### src/hdl/asmd_pkg.sv
// Shared types and constants of the accelerometer shock and motion detector.
package asmd_pkg;

  // Filter coefficient format and result width
  localparam int unsigned COEFF_BITS = 16;
  localparam int unsigned MAG_BITS   = 14;
  localparam logic [MAG_BITS-1:0] MAG_MAX = {MAG_BITS{1'b1}};

  // Configuration register file
  localparam int unsigned CFG_IDX_BITS  = 2;
  localparam int unsigned CFG_DATA_BITS = 16;

  localparam logic [CFG_IDX_BITS-1:0] REG_FILTER_COEFF     = 2'd0;
  localparam logic [CFG_IDX_BITS-1:0] REG_SHOCK_THRESHOLD  = 2'd1;
  localparam logic [CFG_IDX_BITS-1:0] REG_MOTION_THRESHOLD = 2'd2;

  localparam logic [COEFF_BITS-1:0] FILTER_COEFF_RST     = 16'd58982;
  localparam logic [MAG_BITS-1:0]   SHOCK_THRESHOLD_RST  = 14'd641;
  localparam logic [MAG_BITS-1:0]   MOTION_THRESHOLD_RST = 14'd38;

  // Datapath commands issued by the sequencer
  typedef struct packed {
    logic       load;   // capture the input beat, clear the sum
    logic       diff;   // diff = sample - estimate
    logic       acc;    // add the last square into the sum
    logic       mlo;    // multiply low diff bits by the gain
    logic       mhi;    // multiply high diff bits by the gain
    logic       upd;    // write back the new estimate
    logic       res;    // residual magnitude in whole LSB
    logic       sq;     // square the residual
    logic       rinit;  // start the root unit on the finished sum
    logic       rstep;  // one root bit
    logic       emit;   // hand the result to the output register
    logic       ok;     // the current beat carried a good read
    logic [1:0] axis;   // axis being worked on
  } cmd_t;

  // Result of the datapath
  typedef struct packed {
    logic [MAG_BITS-1:0] magnitude;
    logic                shock;
    logic                moving;
  } res_t;

endpackage

### src/hdl/asmd_ctrl.sv
// Sequencer of the detector: walks the three axes, then the square root, on a good read.
module asmd_ctrl #(
  parameter int unsigned SAMPLE_BITS = 13
) (
  input  logic            clk_i,
  input  logic            rst_ni,
  input  logic            in_valid_i,
  input  logic            read_ok_i,
  input  logic            out_free_i,
  output logic            in_ready_o,
  output asmd_pkg::cmd_t  cmd_o
);

  localparam int unsigned RW = SAMPLE_BITS + 2;
  localparam int unsigned CW = $clog2(RW);

  typedef enum logic [3:0] {
    ST_IDLE,
    ST_DIFF,
    ST_MLO,
    ST_MHI,
    ST_UPD,
    ST_RES,
    ST_SQ,
    ST_ACC,
    ST_ROOT,
    ST_EMIT
  } state_e;

  state_e         state_q;
  logic [1:0]     axis_q;
  logic [CW-1:0]  cnt_q;
  logic           ok_q;

  // State, axis counter and root step counter
  always_ff @(posedge clk_i or negedge rst_ni) begin
    if (!rst_ni) begin
      state_q <= ST_IDLE;
      axis_q  <= 2'd0;
      cnt_q   <= '0;
      ok_q    <= 1'b0;
    end else begin
      case (state_q)
        ST_IDLE: begin
          if (in_valid_i) begin
            ok_q   <= read_ok_i;
            axis_q <= 2'd0;
            state_q <= read_ok_i ? ST_DIFF : ST_EMIT;
          end
        end
        ST_DIFF: state_q <= ST_MLO;
        ST_MLO:  state_q <= ST_MHI;
        ST_MHI:  state_q <= ST_UPD;
        ST_UPD:  state_q <= ST_RES;
        ST_RES:  state_q <= ST_SQ;
        ST_SQ: begin
          if (axis_q == 2'd2) begin
            state_q <= ST_ACC;
          end else begin
            axis_q  <= axis_q + 2'd1;
            state_q <= ST_DIFF;
          end
        end
        ST_ACC: begin
          cnt_q   <= CW'(RW - 1);
          state_q <= ST_ROOT;
        end
        ST_ROOT: begin
          if (cnt_q == '0) begin
            state_q <= ST_EMIT;
          end else begin
            cnt_q <= cnt_q - CW'(1);
          end
        end
        ST_EMIT: begin
          if (out_free_i) begin
            state_q <= ST_IDLE;
          end
        end
        default: state_q <= ST_IDLE;
      endcase
    end
  end

  // Command decode
  always_comb begin
    cmd_o       = '0;
    cmd_o.axis  = axis_q;
    cmd_o.ok    = ok_q;
    cmd_o.load  = (state_q == ST_IDLE) && in_valid_i;
    cmd_o.diff  = (state_q == ST_DIFF);
    cmd_o.acc   = ((state_q == ST_DIFF) && (axis_q != 2'd0)) || (state_q == ST_ACC);
    cmd_o.mlo   = (state_q == ST_MLO);
    cmd_o.mhi   = (state_q == ST_MHI);
    cmd_o.upd   = (state_q == ST_UPD);
    cmd_o.res   = (state_q == ST_RES);
    cmd_o.sq    = (state_q == ST_SQ);
    cmd_o.rinit = (state_q == ST_ACC);
    cmd_o.rstep = (state_q == ST_ROOT);
    cmd_o.emit  = (state_q == ST_EMIT) && out_free_i;
  end

  assign in_ready_o = (state_q == ST_IDLE);

endmodule

### src/hdl/asmd_dp.sv
// Datapath: gravity estimates, shared multiplier, sum of squares, bit-serial root.
module asmd_dp #(
  parameter int unsigned SAMPLE_BITS = 13,
  parameter int unsigned FRAC_BITS   = 16
) (
  input  logic                                  clk_i,
  input  logic                                  rst_ni,
  input  asmd_pkg::cmd_t                        cmd_i,
  input  logic [SAMPLE_BITS-1:0]                accel_x_i,
  input  logic [SAMPLE_BITS-1:0]                accel_y_i,
  input  logic [SAMPLE_BITS-1:0]                accel_z_i,
  input  logic [asmd_pkg::COEFF_BITS-1:0]       filter_coeff_i,
  input  logic [asmd_pkg::MAG_BITS-1:0]         shock_thr_i,
  input  logic [asmd_pkg::MAG_BITS-1:0]         motion_thr_i,
  output asmd_pkg::res_t                        res_o
);

  localparam int unsigned CB   = asmd_pkg::COEFF_BITS;
  localparam int unsigned MB   = asmd_pkg::MAG_BITS;
  localparam int unsigned GW   = SAMPLE_BITS + FRAC_BITS;   // estimate width
  localparam int unsigned DW   = GW + 1;                    // difference width
  localparam int unsigned HW   = DW - CB;                   // high part of diff
  localparam int unsigned MW   = (HW > CB + 2) ? HW : CB + 2;
  localparam int unsigned RB   = SAMPLE_BITS + 1;           // residual width
  localparam int unsigned SQW  = 2 * RB;                    // square width
  localparam int unsigned SUMW = 2 * SAMPLE_BITS + 4;       // sum of three squares
  localparam int unsigned RW   = SUMW / 2;                  // root width
  localparam int unsigned EW   = (RW > MB) ? RW : MB;

  logic [SAMPLE_BITS-1:0] samp_q [3];
  logic signed [GW-1:0]   grav_q [3];
  logic signed [DW-1:0]   diff_q;
  logic signed [2*MW-1:0] prod_q;
  logic [CB-1:0]          frac_q;
  logic [RB-1:0]          resid_q;
  logic [SUMW-1:0]        sum_q;
  logic [SUMW-1:0]        rad_q;
  logic [RW+1:0]          rem_q;
  logic [RW-1:0]          root_q;

  // Current axis: sample raised to the estimate's fraction, and its estimate
  logic signed [GW-1:0] s_cur;
  logic signed [GW-1:0] g_cur;
  assign s_cur = {samp_q[cmd_i.axis], {FRAC_BITS{1'b0}}};
  assign g_cur = grav_q[cmd_i.axis];

  // Gain = 1 - alpha, exactly one when alpha is zero
  logic [CB:0] gain;
  assign gain = (CB + 1)'(1 << CB) - {1'b0, filter_coeff_i};

  // Difference and its split around the coefficient's binary point
  logic signed [DW-1:0] diff_d;
  logic [CB-1:0]        diff_lo;
  logic signed [HW-1:0] diff_hi;
  assign diff_d  = DW'(s_cur) - DW'(g_cur);
  assign diff_lo = diff_q[CB-1:0];
  assign diff_hi = diff_q[DW-1:CB];

  // Shared signed multiplier
  logic signed [MW-1:0]   mul_a;
  logic signed [MW-1:0]   mul_b;
  logic signed [2*MW-1:0] prod_d;
  always_comb begin
    if (cmd_i.sq) begin
      mul_a = MW'(resid_q);
      mul_b = MW'(resid_q);
    end else if (cmd_i.mhi) begin
      mul_a = MW'(diff_hi);
      mul_b = MW'(gain);
    end else begin
      mul_a = MW'(diff_lo);
      mul_b = MW'(gain);
    end
  end
  assign prod_d = mul_a * mul_b;

  // New estimate: g + hi*gain + floor(lo*gain / 2^16)
  logic signed [DW:0] upd_sum;
  assign upd_sum = (DW + 1)'(g_cur)
                 + (DW + 1)'(signed'(prod_q[DW-1:0]))
                 + (DW + 1)'({1'b0, frac_q});

  // Residual, truncated toward zero
  logic signed [DW-1:0] resid_d;
  logic [DW-1:0]        resid_abs;
  assign resid_d   = DW'(s_cur) - DW'(g_cur);
  assign resid_abs = resid_d[DW-1] ? DW'(-resid_d) : DW'(resid_d);

  // Running sum of squares
  logic [SUMW-1:0] sum_d;
  assign sum_d = sum_q + SUMW'(prod_q[SQW-1:0]);

  // One restoring square-root step
  logic [RW+1:0] rem_sh;
  logic [RW+1:0] trial;
  assign rem_sh = {rem_q[RW-1:0], rad_q[SUMW-1 -: 2]};
  assign trial  = {root_q, 2'b01};

  // Gravity estimates
  always_ff @(posedge clk_i or negedge rst_ni) begin
    if (!rst_ni) begin
      for (int i = 0; i < 3; i++) begin
        grav_q[i] <= '0;
      end
    end else if (cmd_i.upd) begin
      grav_q[cmd_i.axis] <= upd_sum[GW-1:0];
    end
  end

  // Working registers
  always_ff @(posedge clk_i) begin
    if (cmd_i.load) begin
      samp_q[0] <= accel_x_i;
      samp_q[1] <= accel_y_i;
      samp_q[2] <= accel_z_i;
      sum_q     <= '0;
    end else if (cmd_i.acc) begin
      sum_q <= sum_d;
    end
    if (cmd_i.diff) begin
      diff_q <= diff_d;
    end
    if (cmd_i.mlo || cmd_i.mhi || cmd_i.sq) begin
      prod_q <= prod_d;
    end
    if (cmd_i.mhi) begin
      frac_q <= prod_q[2*CB-1:CB];
    end
    if (cmd_i.res) begin
      resid_q <= resid_abs[DW-1:FRAC_BITS];
    end
    if (cmd_i.rinit) begin
      rad_q  <= sum_d;
      rem_q  <= '0;
      root_q <= '0;
    end else if (cmd_i.rstep) begin
      rad_q <= {rad_q[SUMW-3:0], 2'b00};
      if (rem_sh >= trial) begin
        rem_q  <= rem_sh - trial;
        root_q <= {root_q[RW-2:0], 1'b1};
      end else begin
        rem_q  <= rem_sh;
        root_q <= {root_q[RW-2:0], 1'b0};
      end
    end
  end

  // Saturate and compare
  logic [EW-1:0] root_ext;
  logic [MB-1:0] mag;
  assign root_ext = EW'(root_q);
  assign mag = (root_ext > EW'(asmd_pkg::MAG_MAX)) ? asmd_pkg::MAG_MAX : root_ext[MB-1:0];

  assign res_o.magnitude = mag;
  assign res_o.shock     = (mag >= shock_thr_i);
  assign res_o.moving    = (mag >= motion_thr_i);

endmodule

### src/hdl/accel_shock_motion_detector.sv
// Top level of the accelerometer shock and motion detector.
// Each input beat is one three-axis sample plus a read-ok flag; every beat yields
// exactly one result beat. A good read runs six steps per axis through one shared
// multiplier for the gravity update and the residual square, one step to finish
// the sum, then the bit-serial square root, one root bit per cycle. A failed read
// leaves the gravity estimates alone and goes straight to the emit state with an
// all-zero result. One beat is worked at a time; the result register lets the
// next sample be taken while the previous result waits downstream. Configuration
// writes are always accepted and must only be issued while the block is idle.
module accel_shock_motion_detector #(
  parameter int unsigned SAMPLE_BITS = 13,
  parameter int unsigned FRAC_BITS   = 16
) (
  input  logic                                   clk_i,
  input  logic                                   rst_ni,
  // Sample stream
  input  logic                                   s_axis_tvalid,
  output logic                                   s_axis_tready,
  // [accel_x, accel_y, accel_z] from bit 0 up, zero padded to bytes
  input  logic [((3*SAMPLE_BITS+7)/8)*8-1:0]     s_axis_tdata,
  // [read_ok]
  input  logic                                   s_axis_tuser,
  // Result stream
  output logic                                   m_axis_tvalid,
  input  logic                                   m_axis_tready,
  // [magnitude] from bit 0 up, zero padded to bytes
  output logic [15:0]                            m_axis_tdata,
  // [shock, moving, valid_res] from bit 0 up
  output logic [2:0]                             m_axis_tuser,
  // Configuration writes
  input  logic                                   cfg_valid_i,
  output logic                                   cfg_ready_o,
  input  logic [asmd_pkg::CFG_IDX_BITS-1:0]      cfg_index_i,
  input  logic [asmd_pkg::CFG_DATA_BITS-1:0]     cfg_data_i
);

  localparam int unsigned SB = SAMPLE_BITS;
  localparam int unsigned MB = asmd_pkg::MAG_BITS;

  asmd_pkg::cmd_t cmd;
  asmd_pkg::res_t res;

  logic [asmd_pkg::COEFF_BITS-1:0] coeff_q;
  logic [MB-1:0]                   shock_thr_q;
  logic [MB-1:0]                   motion_thr_q;

  logic          out_valid_q;
  logic [MB-1:0] out_mag_q;
  logic          out_shock_q;
  logic          out_moving_q;
  logic          out_ok_q;
  logic          out_free;

  // Configuration registers
  assign cfg_ready_o = 1'b1;

  always_ff @(posedge clk_i or negedge rst_ni) begin
    if (!rst_ni) begin
      coeff_q      <= asmd_pkg::FILTER_COEFF_RST;
      shock_thr_q  <= asmd_pkg::SHOCK_THRESHOLD_RST;
      motion_thr_q <= asmd_pkg::MOTION_THRESHOLD_RST;
    end else if (cfg_valid_i) begin
      case (cfg_index_i)
        asmd_pkg::REG_FILTER_COEFF:     coeff_q      <= cfg_data_i;
        asmd_pkg::REG_SHOCK_THRESHOLD:  shock_thr_q  <= cfg_data_i[MB-1:0];
        asmd_pkg::REG_MOTION_THRESHOLD: motion_thr_q <= cfg_data_i[MB-1:0];
        default: ;
      endcase
    end
  end

  // Sequencer
  assign out_free = !out_valid_q || m_axis_tready;

  asmd_ctrl #(
    .SAMPLE_BITS(SAMPLE_BITS)
  ) u_ctrl (
    .clk_i      (clk_i),
    .rst_ni     (rst_ni),
    .in_valid_i (s_axis_tvalid),
    .read_ok_i  (s_axis_tuser),
    .out_free_i (out_free),
    .in_ready_o (s_axis_tready),
    .cmd_o      (cmd)
  );

  // Datapath
  asmd_dp #(
    .SAMPLE_BITS(SAMPLE_BITS),
    .FRAC_BITS  (FRAC_BITS)
  ) u_dp (
    .clk_i          (clk_i),
    .rst_ni         (rst_ni),
    .cmd_i          (cmd),
    .accel_x_i      (s_axis_tdata[SB-1:0]),
    .accel_y_i      (s_axis_tdata[2*SB-1:SB]),
    .accel_z_i      (s_axis_tdata[3*SB-1:2*SB]),
    .filter_coeff_i (coeff_q),
    .shock_thr_i    (shock_thr_q),
    .motion_thr_i   (motion_thr_q),
    .res_o          (res)
  );

  // Result register
  always_ff @(posedge clk_i or negedge rst_ni) begin
    if (!rst_ni) begin
      out_valid_q <= 1'b0;
    end else if (cmd.emit) begin
      out_valid_q <= 1'b1;
    end else if (m_axis_tready) begin
      out_valid_q <= 1'b0;
    end
  end

  always_ff @(posedge clk_i) begin
    if (cmd.emit) begin
      out_mag_q    <= cmd.ok ? res.magnitude : '0;
      out_shock_q  <= cmd.ok && res.shock;
      out_moving_q <= cmd.ok && res.moving;
      out_ok_q     <= cmd.ok;
    end
  end

  assign m_axis_tvalid = out_valid_q;
  assign m_axis_tdata  = 16'(out_mag_q);
  assign m_axis_tuser  = {out_ok_q, out_moving_q, out_shock_q};

endmodule

### config.mk
export PLATFORM = sky130hd
export DESIGN_NAME = accel_shock_motion_detector
export DESIGN_NICKNAME = d
export VERILOG_FILES = /design/src/hdl/asmd_pkg.sv /design/src/hdl/asmd_ctrl.sv /design/src/hdl/asmd_dp.sv /design/src/hdl/accel_shock_motion_detector.sv
export SDC_FILE = /design/constraint.sdc
export NUM_CORES = 2
export LEC_CHECK = 0
export BUFFER_PORTS_ARGS = -buffer_cell sky130_fd_sc_hd__clkbuf_2
export CORE_UTILIZATION = 60
export DETAILED_ROUTE_END_ITERATION = 10
export PLACE_DENSITY = 0.77
export SYNTH_ARGS = -nofsm -noshare
export SYNTH_HDL_FRONTEND = slang
export SYNTH_SLANG_ARGS = --single-unit
### constraint.sdc
create_clock -name clk_i -period 11.8 [get_ports clk_i]
set_input_delay 0 -clock clk_i [delete_from_list [all_inputs] [get_ports clk_i]]
set_output_delay 0 -clock clk_i [all_outputs]
set_load 0.05 [all_outputs]
==> qor.yml <==
status: "finished, final reports clean"
cp.depth: 29
dp_hpwl_microns: 60800
cts_setup_buffers: 0
grt-ovfl-total: 0
grt_pass1_wl_microns: 130000
postRouteWirelength_microns: 80400
arrival_ns: 10.42
grt_pass1_vias: 24700
syn_inst: 3262
num-fill-cells: 4025
gp_congestion: 0.969
r2r_slack_ns: 1.68
post_synth_fa_ha_maj_area_fraction_pct: 27.2
io_pins: 86
fp.dieW_microns: 231
cts.htree.levels: 2
cts_buffer_depth: 3
hp-class: "in -> async"
drive_gt1_share_pct: 9.29
drc_errors: 0
maxSlewHeadroom_pct: 12.6
crit_type: "reg -> reg"
cp_num_buf_inv: 5
cp_common_cell: "fa_1"
synth.mux.area_fraction_pct: 4.22
rows: 83
synth-main-ff-cell: "edfxtp_1"
max_cap_violations: 0
r2r-start: "u_ctrl.state_q[0]$_DFFE_PN0P_"
crit_start: "u_ctrl.state_q[0]$_DFFE_PN0P_"
cp-start-kind: "flop"
cp-end-kind: "flop"
dr.pass1.iters: 5
synth.distinct_cells: 95
post_dp_cell_area_sq_um: 32500
fin_util_pct: 67.0
yosys.area.top_type: "fa_1"
fin_area_sq_um: 34500
core_sq_um: 51500
cts.sinks: 381
synth_top_family_by_area: "adder cells"
vias: 23800
antenna_found_initial: 1
yosys_warnings: 0
grt_use_total_pct: 31.2
ys_seq_elements: 381
drv_slew: 0
diodes: 0
synth_edf_count: 178
final_hold_viol_count: 0
initial_core_util_pct: 61.0
tightest_slew_ns: 1.30
r2r-end: "u_dp.prod_q[31]$_DFFE_PP_"
synth_compound_area_share_pct: 10.6
synthSimpleGateAreaFrac_pct: 14.2
clkTransAtPathRegs_ns: 0.06
ant_nets: 0
drt_iter0_markers: 1969
avgSynthCellArea_sq_um: 9.63
synthXorXnorAreaFrac_pct: 4.38
via_per_inst: 5.81
required_ns: 12.10
period_share_pct: 85.8
setup_viol: 0
synth_common_cells: "nand2_1, inv_1, fa_1"
grt_max_degree: 81
skew_ns: 0.0301
nets: 3951
path_delay_family: "adder cells"
clk_latency_ns: 0.57
cts_root_buffer: "clkbuf_16"
yosysMostFrequentCell: "nand2_1"
postSynth.asyncResetShare_pct: 37.5
rsz0062_at_grt: "false"
design.die.area_sq_um: 53300
die_y_microns: 231
max_freq_ghz: 0.0988
cpPeakStageDelay_ns: 0.80
reg2regPathDepth: 29
portBuffers: 81
cp_max_fo: 26
synth_area_sq_um: 31400
critical_path.slowest_cell: "inv_1"
area_growth_pct: 9.94
cts_made_buffers: 42
seq_area_frac_synth_pct: 32.3
final.setup.tns_ns: 0
period_needed_ns: 10.12
yosys.area.top_type_share_pct: 18.7
drt-wirelength-per-cell_microns: 19.6
synthTopCellsByArea: "fa_1, edfxtp_1, dfrtp_1"
cts_tree: "built"
crit_end: "u_dp.prod_q[31]$_DFFE_PP_"
metal layers:
layer	share of wire (%)	up-vias	GRT usage, %
met5	0.020	-	0
met4	4.2	2	12.9
met3	6.9	207	4.97
met2	49	910	52.5
met1	40	11700	40.1
li1	-	11000	-
cell families (layout without fill, tap and decap cells):
group	count (synthesis)	count (layout)
xor+xnor	157	157
compound gates	517	517
fa+ha+maj	507	507
buf+inv	568	717
simple gates	1007	1007
flops	381	381
mux	123	123
other cells	2	3
how the worst min path moves through the flow:
stage | start | end | slack (ns) | cells past startpoint
after floorplan | rst_ni | coeff_q[0]$_DFFE_PN0P_ | -0.30 | 0
after global placement | rst_ni | u_dp.grav_q[77]$_DFFE_PN0P_ | 0.07 | 1
after detailed placement | rst_ni | u_dp.grav_q[48]$_DFFE_PN0P_ | 0.1 | 1
after CTS | rst_ni | u_dp.grav_q[48]$_DFFE_PN0P_ | 0.06 | 2
after global routing | rst_ni | u_dp.grav_q[80]$_DFFE_PN0P_ | 0.11 | 2
final | rst_ni | u_dp.grav_q[80]$_DFFE_PN0P_ | 0.06 | 2
layout make-up:
class / instances / area, sq um / area share, %
inverter: 460 / 1730 / 5.00
clock inverter: 11 / 62.6 / 0.181
tap: 680 / 851 / 2.46
multi-input combinational: 2314 / 19100 / 55.4
clock buffer: 65 / 1270 / 3.69
sequential: 381 / 10100 / 29.4
timing repair buffer: 181 / 1330 / 3.85
metrics by stage:
| step | instances | hold WS, ns | setup slack [ns] |
|---|---|---|---|
| global route | 4092 | 0.115 | 1.10 |
| floorplan | 3263 | -0.296 | 3.73 |
| finish | 4092 | 0.0563 | 1.68 |
| CTS | 4092 | 0.0599 | 1.81 |
| detailed placement | 3949 | 0.0989 | 1.90 |
| global placement | 3949 | 0.0746 | 2.08 |
what timing repair did:
action                                 CTS  global route
endpoints found under the hold margin  166             0
hold buffers                            67             0
gates resized for setup                  0             0
flip-flops by register name (all words and copies together), names as in the netlist:
register and cells:
u_dp.grav_q 87, u_dp.samp_q 39, u_dp.prod_q 32, u_dp.diff_q 30, u_dp.rad_q 30, u_dp.sum_q 30
coeff_q 16, u_dp.frac_q 16, u_dp.rem_q 15, u_dp.root_ext 15, motion_thr_q 14, out_mag_q 14
shock_thr_q 14, u_dp.resid_q 14, u_ctrl.cnt_q 4, u_ctrl.state_q 4, u_ctrl.axis_q 2, m_axis_tvalid 1
out_moving_q 1, out_ok_q 1, out_shock_q 1, u_ctrl.ok_q 1
cell usage in the layout (no fill, tap or decap), drive strengths merged, types with 102 or more instances in the layout:
cell | Yosys | routed
dfrtp | 128 | 128
fa | 294 | 294
a21oi | 127 | 127
ha | 213 | 213
o21ai | 166 | 166
nand2 | 478 | 478
clkbuf | 87 | 145
nor2 | 266 | 266
inv | 460 | 463
edfxtp | 178 | 178
xnor2 | 102 | 102
Power is not shown: default switching activity piles up to over one toggle a cycle in this logic, so the estimate is an artifact.
